**src/design/cvpn_pkg.sv**
```systemverilog
// shared types and constants for the complex vector phase normalize unit
package cvpn_pkg;

    localparam int SUM_W   = 38;
    localparam int ROOT_W  = 19;
    localparam int DATA_W  = 16;
    localparam int ACC_W   = 34;
    localparam int NUM_W   = 32;
    localparam int DIV_W   = 20;
    localparam int QUO_W   = 17;
    localparam int REM_W   = 22;
    localparam int CFG_IDX_W  = 8;
    localparam int CFG_DATA_W = 8;

    localparam logic [CFG_IDX_W-1:0] REG_PHASE_ENABLE     = 8'd0;
    localparam logic [CFG_IDX_W-1:0] REG_NORMALIZE_ENABLE = 8'd1;

    localparam logic signed [DATA_W-1:0] Q15_MAX = 16'sh7fff;
    localparam logic signed [DATA_W-1:0] Q15_MIN = -16'sh8000;

    typedef enum logic [3:0] {
        ST_IDLE,
        ST_PMUL,
        ST_PRND,
        ST_SQ,
        ST_ROOT,
        ST_RD,
        ST_CHK,
        ST_DIV,
        ST_EMIT
    } state_t;

endpackage

```
**src/design/complex_vector_phase_normalize_unit.sv**
```systemverilog
// top level of the complex vector phase normalize unit
//
// loads a complex vector one request at a time (start while busy is low). with
// phase_enable set, each coefficient is first multiplied by its phase in four
// passes of one shared 16x16 multiplier and rounded to q1.15, otherwise the
// coefficient is taken as is (squares go through the same multiplier). on the
// last element, or when the store fills, the norm is found by a bit-serial
// square root, then every stored element is read back and sent out on
// out_valid for one cycle each; the receiver cannot stall, so results simply
// appear. a normalized element goes through one restoring divider shared by
// both parts, an unscaled or zero-norm element skips it. busy stays high from
// an accepted request until the element has been squared and stored, or after
// a closing element until the last result of the vector has been strobed.
module complex_vector_phase_normalize_unit #(
    parameter int VECTOR_DEPTH = 64
) (
    input  logic                                   clk,
    input  logic                                   rst_n,
    input  logic                                   start,
    output logic                                   busy,
    input  logic signed [cvpn_pkg::DATA_W-1:0]     coeff_re,
    input  logic signed [cvpn_pkg::DATA_W-1:0]     coeff_im,
    input  logic signed [cvpn_pkg::DATA_W-1:0]     phase_re,
    input  logic signed [cvpn_pkg::DATA_W-1:0]     phase_im,
    input  logic                                   last_element,
    input  logic                                   cfg_valid,
    output logic                                   cfg_ready,
    input  logic [cvpn_pkg::CFG_IDX_W-1:0]         cfg_index,
    input  logic [cvpn_pkg::CFG_DATA_W-1:0]        cfg_data,
    output logic                                   out_valid,
    output logic signed [cvpn_pkg::DATA_W-1:0]     out_re,
    output logic signed [cvpn_pkg::DATA_W-1:0]     out_im,
    output logic [cvpn_pkg::ROOT_W-1:0]            norm_value,
    output logic                                   zero_norm,
    output logic                                   last_result
);

    localparam int AW  = (VECTOR_DEPTH > 1) ? $clog2(VECTOR_DEPTH) : 1;
    localparam int CW  = AW + 1;
    localparam logic [CW-1:0] LAST_SLOT = CW'(VECTOR_DEPTH - 1);

    // element store, re in low half, im in high half
    logic [2*cvpn_pkg::DATA_W-1:0] mem [VECTOR_DEPTH];
    logic [2*cvpn_pkg::DATA_W-1:0] rd_reg;

    cvpn_pkg::state_t state_reg, state_next;

    logic phase_en_reg, norm_en_reg;
    logic signed [cvpn_pkg::DATA_W-1:0] cr_reg, ci_reg, pr_reg, pi_reg;
    logic last_reg;
    logic [4:0] step_reg;
    logic signed [cvpn_pkg::ACC_W-1:0] acc_re_reg, acc_im_reg;
    logic [cvpn_pkg::SUM_W-1:0] sum_reg;
    logic [CW-1:0] cnt_reg;
    logic [CW-1:0] idx_reg;

    // square root
    logic [cvpn_pkg::SUM_W-1:0] x_reg;
    logic [cvpn_pkg::REM_W-1:0] rem_reg;
    logic [cvpn_pkg::ROOT_W-1:0] root_reg;

    // divider
    logic [cvpn_pkg::NUM_W-1:0] num_reg;
    logic [cvpn_pkg::DIV_W+cvpn_pkg::QUO_W-1:0] dsh_reg;
    logic [cvpn_pkg::QUO_W-1:0] quo_reg;
    logic ovf_reg, neg_reg, comp_reg;

    logic signed [cvpn_pkg::DATA_W-1:0] ore_reg, oim_reg;

    logic accept;
    logic closing;

    assign accept    = start && (state_reg == cvpn_pkg::ST_IDLE);
    assign busy      = (state_reg != cvpn_pkg::ST_IDLE);
    assign cfg_ready = 1'b1;
    assign closing   = last_reg || (cnt_reg == LAST_SLOT);

    // shared multiplier, operands picked by the step counter
    logic signed [cvpn_pkg::DATA_W-1:0] mul_a, mul_b;
    logic signed [2*cvpn_pkg::DATA_W-1:0] prod;

    always_comb
    begin
        mul_a = cr_reg;
        mul_b = pr_reg;
        if (state_reg == cvpn_pkg::ST_PMUL)
        begin
            case (step_reg[1:0])
                2'd0:    begin mul_a = cr_reg; mul_b = pr_reg; end
                2'd1:    begin mul_a = ci_reg; mul_b = pi_reg; end
                2'd2:    begin mul_a = cr_reg; mul_b = pi_reg; end
                default: begin mul_a = ci_reg; mul_b = pr_reg; end
            endcase
        end
        else
        begin
            mul_a = step_reg[0] ? ci_reg : cr_reg;
            mul_b = mul_a;
        end
    end

    assign prod = mul_a * mul_b;

    // rounding of the phase products to q1.15 with saturation
    function automatic logic signed [cvpn_pkg::DATA_W-1:0] rnd_sat(
        input logic signed [cvpn_pkg::ACC_W-1:0] x);
        logic signed [cvpn_pkg::ACC_W-1:0] t;
        logic signed [cvpn_pkg::ACC_W-1:0] q;
        t = x + cvpn_pkg::ACC_W'(16384);
        q = t >>> 15;
        if (q > cvpn_pkg::ACC_W'(signed'(cvpn_pkg::Q15_MAX)))
            rnd_sat = cvpn_pkg::Q15_MAX;
        else if (q < cvpn_pkg::ACC_W'(signed'(cvpn_pkg::Q15_MIN)))
            rnd_sat = cvpn_pkg::Q15_MIN;
        else
            rnd_sat = q[cvpn_pkg::DATA_W-1:0];
    endfunction

    // square root step
    logic [cvpn_pkg::REM_W-1:0] rem_sh, trial;
    assign rem_sh = {rem_reg[cvpn_pkg::REM_W-3:0], x_reg[cvpn_pkg::SUM_W-1 -: 2]};
    assign trial  = {1'b0, root_reg, 2'b01};

    // divider setup for the element part being worked on
    logic signed [cvpn_pkg::DATA_W-1:0] div_src;
    logic [cvpn_pkg::DATA_W:0] div_mag;
    logic [cvpn_pkg::NUM_W-1:0] div_num;
    logic [cvpn_pkg::DIV_W-1:0] div_den;
    logic [cvpn_pkg::DIV_W+cvpn_pkg::QUO_W:0] div_lim;

    always_comb
    begin
        div_src = comp_reg ? oim_reg : ore_reg;
        if (state_reg == cvpn_pkg::ST_CHK)
            div_src = signed'(rd_reg[cvpn_pkg::DATA_W-1:0]);
        div_mag = div_src[cvpn_pkg::DATA_W-1] ?
                  (cvpn_pkg::DATA_W+1)'(-(cvpn_pkg::DATA_W+1)'(signed'(div_src))) :
                  (cvpn_pkg::DATA_W+1)'(div_src);
        div_num = (cvpn_pkg::NUM_W'(div_mag) << 16) + cvpn_pkg::NUM_W'(root_reg);
        div_den = {root_reg, 1'b0};
        div_lim = (cvpn_pkg::DIV_W+cvpn_pkg::QUO_W+1)'(div_den) << cvpn_pkg::QUO_W;
    end

    logic [cvpn_pkg::DIV_W+cvpn_pkg::QUO_W-1:0] num_ext;
    logic div_ge;
    assign num_ext = (cvpn_pkg::DIV_W+cvpn_pkg::QUO_W)'(num_reg);
    assign div_ge  = (num_ext >= dsh_reg);

    // signed saturated quotient from the finished divide
    logic [cvpn_pkg::QUO_W-1:0] quo_fin;
    logic signed [cvpn_pkg::DATA_W-1:0] div_res;

    always_comb
    begin
        quo_fin = {quo_reg[cvpn_pkg::QUO_W-2:0], div_ge};
        if (neg_reg)
        begin
            if (ovf_reg || quo_fin > cvpn_pkg::QUO_W'(32768))
                div_res = cvpn_pkg::Q15_MIN;
            else
                div_res = cvpn_pkg::DATA_W'(-quo_fin);
        end
        else
        begin
            if (ovf_reg || quo_fin > cvpn_pkg::QUO_W'(32767))
                div_res = cvpn_pkg::Q15_MAX;
            else
                div_res = signed'(quo_fin[cvpn_pkg::DATA_W-1:0]);
        end
    end

    always_ff @(posedge clk or negedge rst_n)
    begin
        if (!rst_n)
            state_reg <= cvpn_pkg::ST_IDLE;
        else
            state_reg <= state_next;
    end

    always_comb
    begin
        state_next = state_reg;
        case (state_reg)
            cvpn_pkg::ST_IDLE:
                if (accept)
                    state_next = phase_en_reg ? cvpn_pkg::ST_PMUL : cvpn_pkg::ST_SQ;
            cvpn_pkg::ST_PMUL:
                if (step_reg[1:0] == 2'd3)
                    state_next = cvpn_pkg::ST_PRND;
            cvpn_pkg::ST_PRND:
                state_next = cvpn_pkg::ST_SQ;
            cvpn_pkg::ST_SQ:
                if (step_reg[0])
                    state_next = closing ? cvpn_pkg::ST_ROOT : cvpn_pkg::ST_IDLE;
            cvpn_pkg::ST_ROOT:
                if (step_reg == 5'd18)
                    state_next = cvpn_pkg::ST_RD;
            cvpn_pkg::ST_RD:
                state_next = cvpn_pkg::ST_CHK;
            cvpn_pkg::ST_CHK:
                state_next = (root_reg == '0 || !norm_en_reg) ?
                             cvpn_pkg::ST_EMIT : cvpn_pkg::ST_DIV;
            cvpn_pkg::ST_DIV:
                if (step_reg == 5'd16 && comp_reg)
                    state_next = cvpn_pkg::ST_EMIT;
            cvpn_pkg::ST_EMIT:
                state_next = (idx_reg + 1'b1 == cnt_reg) ? cvpn_pkg::ST_IDLE :
                             cvpn_pkg::ST_RD;
            default:
                state_next = cvpn_pkg::ST_IDLE;
        endcase
    end

    // configuration registers
    always_ff @(posedge clk or negedge rst_n)
    begin
        if (!rst_n)
        begin
            phase_en_reg <= 1'b0;
            norm_en_reg  <= 1'b1;
        end
        else if (cfg_valid && cfg_ready)
        begin
            if (cfg_index == cvpn_pkg::REG_PHASE_ENABLE)
                phase_en_reg <= cfg_data[0];
            else if (cfg_index == cvpn_pkg::REG_NORMALIZE_ENABLE)
                norm_en_reg <= cfg_data[0];
        end
    end

    // control counters and accumulated state
    always_ff @(posedge clk or negedge rst_n)
    begin
        if (!rst_n)
        begin
            step_reg <= '0;
            sum_reg  <= '0;
            cnt_reg  <= '0;
            idx_reg  <= '0;
            comp_reg <= 1'b0;
        end
        else
        begin
            case (state_reg)
                cvpn_pkg::ST_IDLE:
                    step_reg <= '0;
                cvpn_pkg::ST_PMUL:
                    step_reg <= (step_reg[1:0] == 2'd3) ? 5'd0 : step_reg + 5'd1;
                cvpn_pkg::ST_SQ:
                begin
                    if (step_reg[0])
                    begin
                        step_reg <= '0;
                        idx_reg  <= '0;
                        if (closing)
                            sum_reg <= '0;
                        else
                            sum_reg <= sum_reg + cvpn_pkg::SUM_W'(unsigned'(prod));
                        cnt_reg <= cnt_reg + 1'b1;
                    end
                    else
                    begin
                        sum_reg  <= sum_reg + cvpn_pkg::SUM_W'(unsigned'(prod));
                        step_reg <= 5'd1;
                    end
                end
                cvpn_pkg::ST_ROOT:
                    step_reg <= (step_reg == 5'd18) ? 5'd0 : step_reg + 5'd1;
                cvpn_pkg::ST_CHK:
                begin
                    step_reg <= '0;
                    comp_reg <= 1'b0;
                end
                cvpn_pkg::ST_DIV:
                    if (step_reg == 5'd16)
                    begin
                        step_reg <= '0;
                        comp_reg <= 1'b1;
                    end
                    else
                        step_reg <= step_reg + 5'd1;
                cvpn_pkg::ST_EMIT:
                begin
                    idx_reg <= idx_reg + 1'b1;
                    if (idx_reg + 1'b1 == cnt_reg)
                        cnt_reg <= '0;
                end
                default:
                    step_reg <= step_reg;
            endcase
        end
    end

    // datapath registers
    always_ff @(posedge clk)
    begin
        case (state_reg)
            cvpn_pkg::ST_IDLE:
                if (accept)
                begin
                    cr_reg   <= coeff_re;
                    ci_reg   <= coeff_im;
                    pr_reg   <= phase_re;
                    pi_reg   <= phase_im;
                    last_reg <= last_element;
                end
            cvpn_pkg::ST_PMUL:
                case (step_reg[1:0])
                    2'd0:    acc_re_reg <= cvpn_pkg::ACC_W'(prod);
                    2'd1:    acc_re_reg <= acc_re_reg - cvpn_pkg::ACC_W'(prod);
                    2'd2:    acc_im_reg <= cvpn_pkg::ACC_W'(prod);
                    default: acc_im_reg <= acc_im_reg + cvpn_pkg::ACC_W'(prod);
                endcase
            cvpn_pkg::ST_PRND:
            begin
                cr_reg <= rnd_sat(acc_re_reg);
                ci_reg <= rnd_sat(acc_im_reg);
            end
            cvpn_pkg::ST_SQ:
                if (step_reg[0])
                begin
                    // full sum goes to the root unit, mask to its width
                    x_reg    <= sum_reg + cvpn_pkg::SUM_W'(unsigned'(prod));
                    rem_reg  <= '0;
                    root_reg <= '0;
                end
            cvpn_pkg::ST_ROOT:
            begin
                x_reg <= x_reg << 2;
                if (rem_sh >= trial)
                begin
                    rem_reg  <= rem_sh - trial;
                    root_reg <= {root_reg[cvpn_pkg::ROOT_W-2:0], 1'b1};
                end
                else
                begin
                    rem_reg  <= rem_sh;
                    root_reg <= {root_reg[cvpn_pkg::ROOT_W-2:0], 1'b0};
                end
            end
            cvpn_pkg::ST_CHK:
            begin
                if (root_reg == '0)
                begin
                    ore_reg <= '0;
                    oim_reg <= '0;
                end
                else
                begin
                    ore_reg <= signed'(rd_reg[cvpn_pkg::DATA_W-1:0]);
                    oim_reg <= signed'(rd_reg[2*cvpn_pkg::DATA_W-1:cvpn_pkg::DATA_W]);
                end
                num_reg <= div_num;
                dsh_reg <= (cvpn_pkg::DIV_W+cvpn_pkg::QUO_W)'(div_den) << 16;
                ovf_reg <= ((cvpn_pkg::DIV_W+cvpn_pkg::QUO_W+1)'(div_num) >= div_lim);
                neg_reg <= div_src[cvpn_pkg::DATA_W-1];
                quo_reg <= '0;
            end
            cvpn_pkg::ST_DIV:
            begin
                if (step_reg == 5'd16 && !comp_reg)
                begin
                    ore_reg <= div_res;
                    // set up the imaginary part
                    num_reg <= (cvpn_pkg::NUM_W'(oim_reg[cvpn_pkg::DATA_W-1] ?
                               (cvpn_pkg::DATA_W+1)'(-(cvpn_pkg::DATA_W+1)'(oim_reg)) :
                               (cvpn_pkg::DATA_W+1)'(oim_reg)) << 16)
                               + cvpn_pkg::NUM_W'(root_reg);
                    dsh_reg <= (cvpn_pkg::DIV_W+cvpn_pkg::QUO_W)'(div_den) << 16;
                    ovf_reg <= ((cvpn_pkg::DIV_W+cvpn_pkg::QUO_W+1)'(
                               (cvpn_pkg::NUM_W'(oim_reg[cvpn_pkg::DATA_W-1] ?
                               (cvpn_pkg::DATA_W+1)'(-(cvpn_pkg::DATA_W+1)'(oim_reg)) :
                               (cvpn_pkg::DATA_W+1)'(oim_reg)) << 16)
                               + cvpn_pkg::NUM_W'(root_reg)) >= div_lim);
                    neg_reg <= oim_reg[cvpn_pkg::DATA_W-1];
                    quo_reg <= '0;
                end
                else
                begin
                    quo_reg <= quo_fin;
                    dsh_reg <= dsh_reg >> 1;
                    if (div_ge)
                        num_reg <= num_reg - cvpn_pkg::NUM_W'(dsh_reg);
                    if (step_reg == 5'd16)
                        oim_reg <= div_res;
                end
            end
            default:
                cr_reg <= cr_reg;
        endcase
    end

    // element store, written on the first square pass, read back for output
    always_ff @(posedge clk)
    begin
        if (state_reg == cvpn_pkg::ST_SQ && !step_reg[0])
            mem[cnt_reg[AW-1:0]] <= {ci_reg, cr_reg};
        rd_reg <= mem[idx_reg[AW-1:0]];
    end

    assign out_valid   = (state_reg == cvpn_pkg::ST_EMIT);
    assign out_re      = ore_reg;
    assign out_im      = oim_reg;
    assign norm_value  = root_reg;
    assign zero_norm   = (root_reg == '0);
    assign last_result = (idx_reg + 1'b1 == cnt_reg);

    a_accept_busy: assert property (@(posedge clk) disable iff (!rst_n)
        accept |=> busy)
        else $error("accepted request did not raise busy");

    a_last_idle: assert property (@(posedge clk) disable iff (!rst_n)
        (out_valid && last_result) |=> !busy)
        else $error("block still busy after last result");

    a_zero_out: assert property (@(posedge clk) disable iff (!rst_n)
        (out_valid && zero_norm) |-> (out_re == '0 && out_im == '0))
        else $error("zero norm result is not zero");

endmodule

```
**config.mk**
```make
export PLATFORM = sky130hd
export DESIGN_NAME = complex_vector_phase_normalize_unit
export DESIGN_NICKNAME = d
export VERILOG_FILES = /design/src/design/cvpn_pkg.sv /design/src/design/complex_vector_phase_normalize_unit.sv
export SDC_FILE = /design/constraint.sdc
export NUM_CORES = 2
export LEC_CHECK = 0
export BUFFER_PORTS_ARGS = -buffer_cell sky130_fd_sc_hd__buf_2
export CAP_MARGIN = 20
export CORE_MARGIN = 2
export CORE_UTILIZATION = 45
export DETAILED_ROUTE_END_ITERATION = 16
export GPL_TIMING_DRIVEN = 0
export HOLD_SLACK_MARGIN = 0.05
export PLACE_DENSITY_LB_ADDON = 0.05
export SLEW_MARGIN = 20
export SYNTH_ARGS = -nofsm -noshare
export SYNTH_HDL_FRONTEND = slang
export SYNTH_SLANG_ARGS = --single-unit
```
**constraint.sdc**
```tcl
create_clock -name clk -period 13.9 [get_ports clk]
set_clock_uncertainty 0.05 [all_clocks]
set_input_delay 0 -clock clk [delete_from_list [all_inputs] [get_ports clk]]
set_output_delay 0 -clock clk [all_outputs]
set_load 0.02 [all_outputs]
```
== Word level (Yosys, flattened, before mapping) ==
Memories as Yosys holds them, arrays and structs flattened. A register that Yosys moved wholly into a read port is not among the register bits.
Cells that the tools add are included.

* Add/subtract/negate cells: 16
* $mul: 1
* Order comparisons: 10
* Equality and inequality tests: 26
* Multiplexer cells: 74
* Bitwise logic cells: 2
* Reductions and logical operators: 40

{| class="wikitable"
|+ Operator list
! operator !! number
|-
| $mux W16 || 23
|-
| $pmux W16 S2 || 5
|-
| $pmux W34 S2 || 2
|-
| $mux W38 || 3
|-
| $pmux W38 S2 || 1
|-
| $ge A32 B37 Y1 || 2
|-
| $pmux W37 S2 || 1
|-
| $add A34 B16 Y34 const B || 2
|-
| $add A32 B19 Y32 || 2
|-
| $mux W32 || 2
|-
| $pmux W32 S2 || 1
|-
| $mux W20 || 2
|-
| $pmux W20 S2 || 1
|-
| $add A38 B19 Y38 || 1
|-
| $add A38 B32 Y38 || 1
|-
| $ge A38 B37 Y1 || 1
|-
| $gt A19 B16 Y1 const B || 2
|-
| $lt A19 B16 Y1 const B || 2
|-
| $pmux W19 S2 || 1
|-
| $mux W36 || 1
|-
| $pmux W4 S9 || 1
|-
| $add A34 B32 Y34 || 1
|-
| $sub A34 B32 Y34 || 1
|-
| $mul A16 B16 Y32 || 1
|-
| other kinds (48) || 109
|}

* Register bits after elaboration: 393
* Memory bits (writable): 2048
* Bits of input ports: 85
* Output and inout port bits: 56
* Logic and storage cells: 195
* Memories kept: 1

{| class="wikitable"
|+ Memories
! name !! depth !! width !! read ports !! clocked after Yosys merged registers in !! wr ports !! line !! source
|-
| mem || 64 || 32 || 1 || 1 || 1 || complex_vector_phase_normalize_unit.sv:43 || <nowiki>logic [2*cvpn_pkg::DATA_W-1:0] mem [VECTOR_DEPTH];</nowiki>
|}

== Longest topological paths before layout ==
* Depth after elaboration: 8
* Depth in mapped cells: 47
* Depth with buffers taken out: 43

== Least setup slack after synthesis ==
Ideal clock, no wire load.

* Path kind: register -> register
* Start: reg step_reg[0]
* End: reg acc_re_reg[33] in the netlist's numbering, data pin
* Library setup time: 0.267 ns
* Arrival time: 10.045 ns
* Required time: 13.583 ns
* Slack: 3.537 ns
* Stages on the path, launching flop included: 42
* Path buffers: 4
* Period minus slack after synthesis: 10.363 ns
* Cell sequence: dfrtp_1 -> buf_1 -> inv_1 -> ha_1 -> or2_2 -> clkbuf_1 -> nor2_1 -> a21oi_1 -> clkbuf_1 -> buf_1 -> mux2i_1 -> nor2_1 -> fa_1 -> inv_1 -> fa_1 -> fa_1 -> inv_1 -> fa_1 -> [6 not listed] -> and3_1 -> and3_1 -> nand4_1 -> or3b_1 -> o311a_1 -> nor2_1 -> xnor2_1 -> inv_1 -> ha_1 -> a211oi_1 -> nand2_1 -> a21oi_1 -> a21oi_1 -> a2111o_1 -> a31o_2 -> a21oi_1 -> o311ai_0 -> xnor2_1

* Word-level cells in the longest chain between the ends: 7
* Elaborated cells between the ends (all ways): 13
* Classes of those cells: add/sub: 1; mul: 1; eq/ne: 2; mux: 6; reduce/logical: 3

{| class="wikitable"
|+ Ends and longest elaborated chain
! item !! line !! source
|-
| start, declared || complex_vector_phase_normalize_unit.sv:51 || <nowiki>logic [4:0] step_reg;</nowiki>
|-
| start signal, assigned || complex_vector_phase_normalize_unit.sv:248 || <nowiki>step_reg <= (step_reg[1:0] == 2'd3) ? 5'd0 : step_reg + 5'd1;</nowiki>
|-
| start signal, assigned || complex_vector_phase_normalize_unit.sv:268 || <nowiki>step_reg <= (step_reg == 5'd18) ? 5'd0 : step_reg + 5'd1;</nowiki>
|-
| start signal, assigned || complex_vector_phase_normalize_unit.sv:281 || <nowiki>step_reg <= step_reg + 5'd1;</nowiki>
|-
| $eq A2 B2 Y1, or another cell as far along || complex_vector_phase_normalize_unit.sv:88 || <nowiki>case (step_reg[1:0])</nowiki>
|-
| $reduce_or A2 Y1 (no source line) || -- ||
|-
| $mux W16 || complex_vector_phase_normalize_unit.sv:88 ||
|-
| $mux W16 || complex_vector_phase_normalize_unit.sv:86 || <nowiki>if (state_reg == cvpn_pkg::ST_PMUL)</nowiki>
|-
| $mul A16 B16 Y32 || complex_vector_phase_normalize_unit.sv:102 || <nowiki>assign prod = mul_a * mul_b;</nowiki>
|-
| $sub A34 B32 Y34 || complex_vector_phase_normalize_unit.sv:310 || <nowiki>2'd1: acc_re_reg <= acc_re_reg - cvpn_pkg::ACC_W'(prod);</nowiki>
|-
| $pmux W34 S2 (*) || complex_vector_phase_normalize_unit.sv:308 || <nowiki>case (step_reg[1:0])</nowiki>
|-
| end signal, assigned || complex_vector_phase_normalize_unit.sv:309 || <nowiki>2'd0: acc_re_reg <= cvpn_pkg::ACC_W'(prod);</nowiki>
|-
| end signal, assigned || complex_vector_phase_normalize_unit.sv:310 ||
|-
| end, declared || complex_vector_phase_normalize_unit.sv:52 || <nowiki>logic signed [cvpn_pkg::ACC_W-1:0] acc_re_reg, acc_im_reg;</nowiki>
|}

Mark *: on every way between the ends. The rest lies on a longest branch, timed or not.
A chain may end at the register's enable or synchronous reset.

== Worst setup path after layout ==
* Start: reg step_reg[0]
* End: reg x_reg[37] in the netlist's numbering, data pin

* Word-level cells in the longest chain between the ends: 8
* Elaborated cells between the ends (all ways): 14
* Classes of those cells: add/sub: 1; mul: 1; eq/ne: 2; mux: 7; reduce/logical: 3

{| class="wikitable"
|+ Ends and longest elaborated chain
! item !! line !! source
|-
| $eq A2 B2 Y1, or another cell as far along || complex_vector_phase_normalize_unit.sv:88 ||
|-
| $reduce_or A2 Y1 (no source line) || -- ||
|-
| $mux W16 || complex_vector_phase_normalize_unit.sv:88 ||
|-
| $mux W16 || complex_vector_phase_normalize_unit.sv:86 ||
|-
| $mul A16 B16 Y32 (*) || complex_vector_phase_normalize_unit.sv:102 ||
|-
| $add A38 B32 Y38 (*) || complex_vector_phase_normalize_unit.sv:323 || <nowiki>x_reg <= sum_reg + cvpn_pkg::SUM_W'(unsigned'(prod));</nowiki>
|-
| $mux W38 (*) || complex_vector_phase_normalize_unit.sv:320 || <nowiki>if (step_reg[0])</nowiki>
|-
| $pmux W38 S2 (*) || complex_vector_phase_normalize_unit.sv:297 || <nowiki>case (state_reg)</nowiki>
|-
| end signal, assigned || complex_vector_phase_normalize_unit.sv:323 ||
|-
| end signal, assigned || complex_vector_phase_normalize_unit.sv:329 || <nowiki>x_reg <= x_reg << 2;</nowiki>
|-
| end, declared || complex_vector_phase_normalize_unit.sv:58 || <nowiki>logic [cvpn_pkg::SUM_W-1:0] x_reg;</nowiki>
|}

Mark *: on every way between the ends. The rest lies on a longest branch, timed or not. The select of a mux whose other input is x is not followed.

==> results.ini <==
[synth]
syn_area_um2=116000
synth_top_area_cell=edfxtp_1
synthTopCellsByCount=edfxtp_1, mux4_2, nand2_1, inv_1, nor2_1
synth_seq_cells=2472
postSynthCellCount=7198
ys.flop_type=edfxtp_1
synth_xor_area_share_pct=1.93
yosys-top-cells-area=edfxtp_1, mux4_2, fa_1
synth_top_family_by_area=multiplexers
synth_compound_area_share_pct=5.22
synth_fa_ha_area_share_pct=7.70
synthMuxAreaShare_pct=14.0
synth_seq_area_share_pct=63.2
synth-simple-area-share_pct=5.44
synth.most_common_cell=edfxtp_1
netlist.area_leader.share_pct=61.2
synthArstFlopShare_pct=2.59
synth_edf_count=2376
ys_warn_count=0
syn_area_per_cell_um2=16.2
synth_cell_type_count=101

[worst_hold_path]
hold_class=in -> reg
hp-start=cfg_index[7]

[setup_path]
end_kind=flip-flop
cp.arrival_ps=13790
slowest_stage=fa_1
critPathLaunch=step_reg[0]
worstSetupStartpointType=flip-flop
crit_path_max_incr_delay_ps=660
crit_family=adder cells
r2r-end=x_reg[37]
crit_end=x_reg[37]
critical_path_class=reg -> reg
cp_num_buf_inv=9
worstReg2RegStart=step_reg[0]
required_ps=14380
reg2reg_depth=35
path_depth=35
crit_top_cell=fa_1
r2r_setup_slack_ps=590
critPathMaxFanout=10

[global_route]
grt_max_degree=53
grt-ovfl-total=0
grt_pass1_wl_um=506000
grt_pass1_vias=68900
grt.total_usage_pct=27.0
grt_antenna_before_repair=32

[routing]
num_vias=68600
antenna_left=0
dr.pass1.iters=6
post_drt_wl_per_cell_um=30.7
drt_iter0_drc=7612
via_per_inst=5.93
drc_errors=0
routed_wl_um=355000

[die]
ioPinCount=141
fp.dieH_um=513
dieArea_um2=263000
rows=186
design.core.area_um2=257000
die_width_um=513
start_util_pct=45.3

[clocking]
htreeDepth=5
cts_tree=yes
cts_buffers=283
clk_pin_slew_ps=60
cts_buffer_depth=4
clock_sinks=2472
cts-root-buf=clkbuf_16
clk_latency_ps=860

[sta]
clock.fmax_mhz=75.1
worst_slew_pin_slew_ps=1200
slew_headroom_pct=19.5
hold_violations=0
period_needed_ps=13310
timing.final.crit_share_pct=95.8
grt_setup_unrepaired=false
slew_violations=0
setup_violations=0

[placement]
place.detailed.hpwl_um=261000
numPortBuffers=132
gp_congestion=0.929

[outcome]
status=complete, no violations

[final_layout]
multi_input_area_um2=40700
regArea_um2=73600
drive_above_1_share_pct=20.5
area_growth_pct=17.5
final_util_pct=53.2
largest_register_ffs=2048
num-nets-final=8610
fillCellCount=20800

[run]
cap_violations=0

## cell usage in the layout (no fill, tap or decap), types with 103 or more instances in the layout
cell and n:
edfxtp_1 2376, mux4_2 672, nand2_1 464, inv_1 455
nor2_1 377, clkbuf_16 289, ha_1 288, o21ai_0 271
fa_1 268, clkbuf_1 259, a21oi_1 243, buf_2 147
xnor2_1 138, dlygate4sd3_1 110, xor2_1 107, buf_8 103
## how the worst min path moves through the flow
stage	end	slack [ps]	cells past startpoint
floorplan	cnt_reg[0]	-350	0
global placement	pi_reg[7]	130	1
detailed placement	sum_reg[25]	-50	1
CTS	phase_en_reg	60	6
global route	ci_reg[7]	110	3
finish	phase_en_reg	140	6
## routing by layer
| layer | global-route usage [%] | share of wire [%] | vias to the layer above |
|---|---|---|---|
| met5 | 0.128 | 0.016 | - |
| met4 | 7.53 | 3.1 | 4 |
| met3 | 3.77 | 7.1 | 454 |
| met2 | 43.3 | 47 | 2545 |
| met1 | 38.6 | 42 | 36300 |
| li1 | - | - | 29400 |
## repair_timing
item / CTS / global route
setup buffers: 0 / 2
setup endpoints to repair: 24 / 30
hold buffers: 111 / 0
resized for setup: 14 / 10
hold endpoints to repair: 168 / 0
pin swaps: 0 / 1
## layout make-up
type | count | share of cell area [%]
flip-flops and latches | 2472 | 53.8
multi-input cells | 3964 | 29.8
clock buffers | 344 | 5.47
repair buffers | 483 | 4.75
well taps | 3384 | 3.09
inverters | 458 | 1.26
clock inverters | 151 | 0.939
plain buffers | 307 | 0.907
diodes | 15 | 0.0274
## worst register-to-register path: cells and delay by family, from the launching register on
kind	cells	cell delay, ps
AND/OR/NAND/NOR	6	910
AO/OA/AOI/OAI	9	3040
flip-flops	1	520
XOR/XNOR	1	190
buffers and inverters	9	3290
adder cells (fa/ha/maj)	9	4430
multiplexers	1	570
## per-stage QoR
| step | TNS (ps) | worst slack (ps) | hold WS [ps] | cell area, µm² | std cells |
|---|---|---|---|---|---|
| after CTS | 0 | 80.2 | 62.5 | 137000 | 11600 |
| after detailed placement | -7420 | -577 | -47.6 | 127000 | 11000 |
| after floorplan | 0 | 3540 | -346 | 117000 | 7202 |
| after global routing | 0 | 33.1 | 115 | 137000 | 11600 |
| after global placement | -17110 | -978 | 128 | 121000 | 10700 |
| final | 0 | 587 | 140 | 137000 | 11600 |
## logic make-up (layout without fill, tap and decap cells)
kind of cell / count (synthesis) / after routing
DFF: 2472 / 2472
and+or+nand+nor: 1388 / 1388
AOI/OAI and AO/OA: 971 / 971
muxes: 788 / 788
buffers and inverters: 766 / 1743
adders and majority gates: 556 / 556
xor gates and xnor gates: 255 / 255
other: 2 / 21
Power is left out: the tool's default activity adds up to more than one toggle a clock period on the data nets, which glitch-free logic cannot reach.
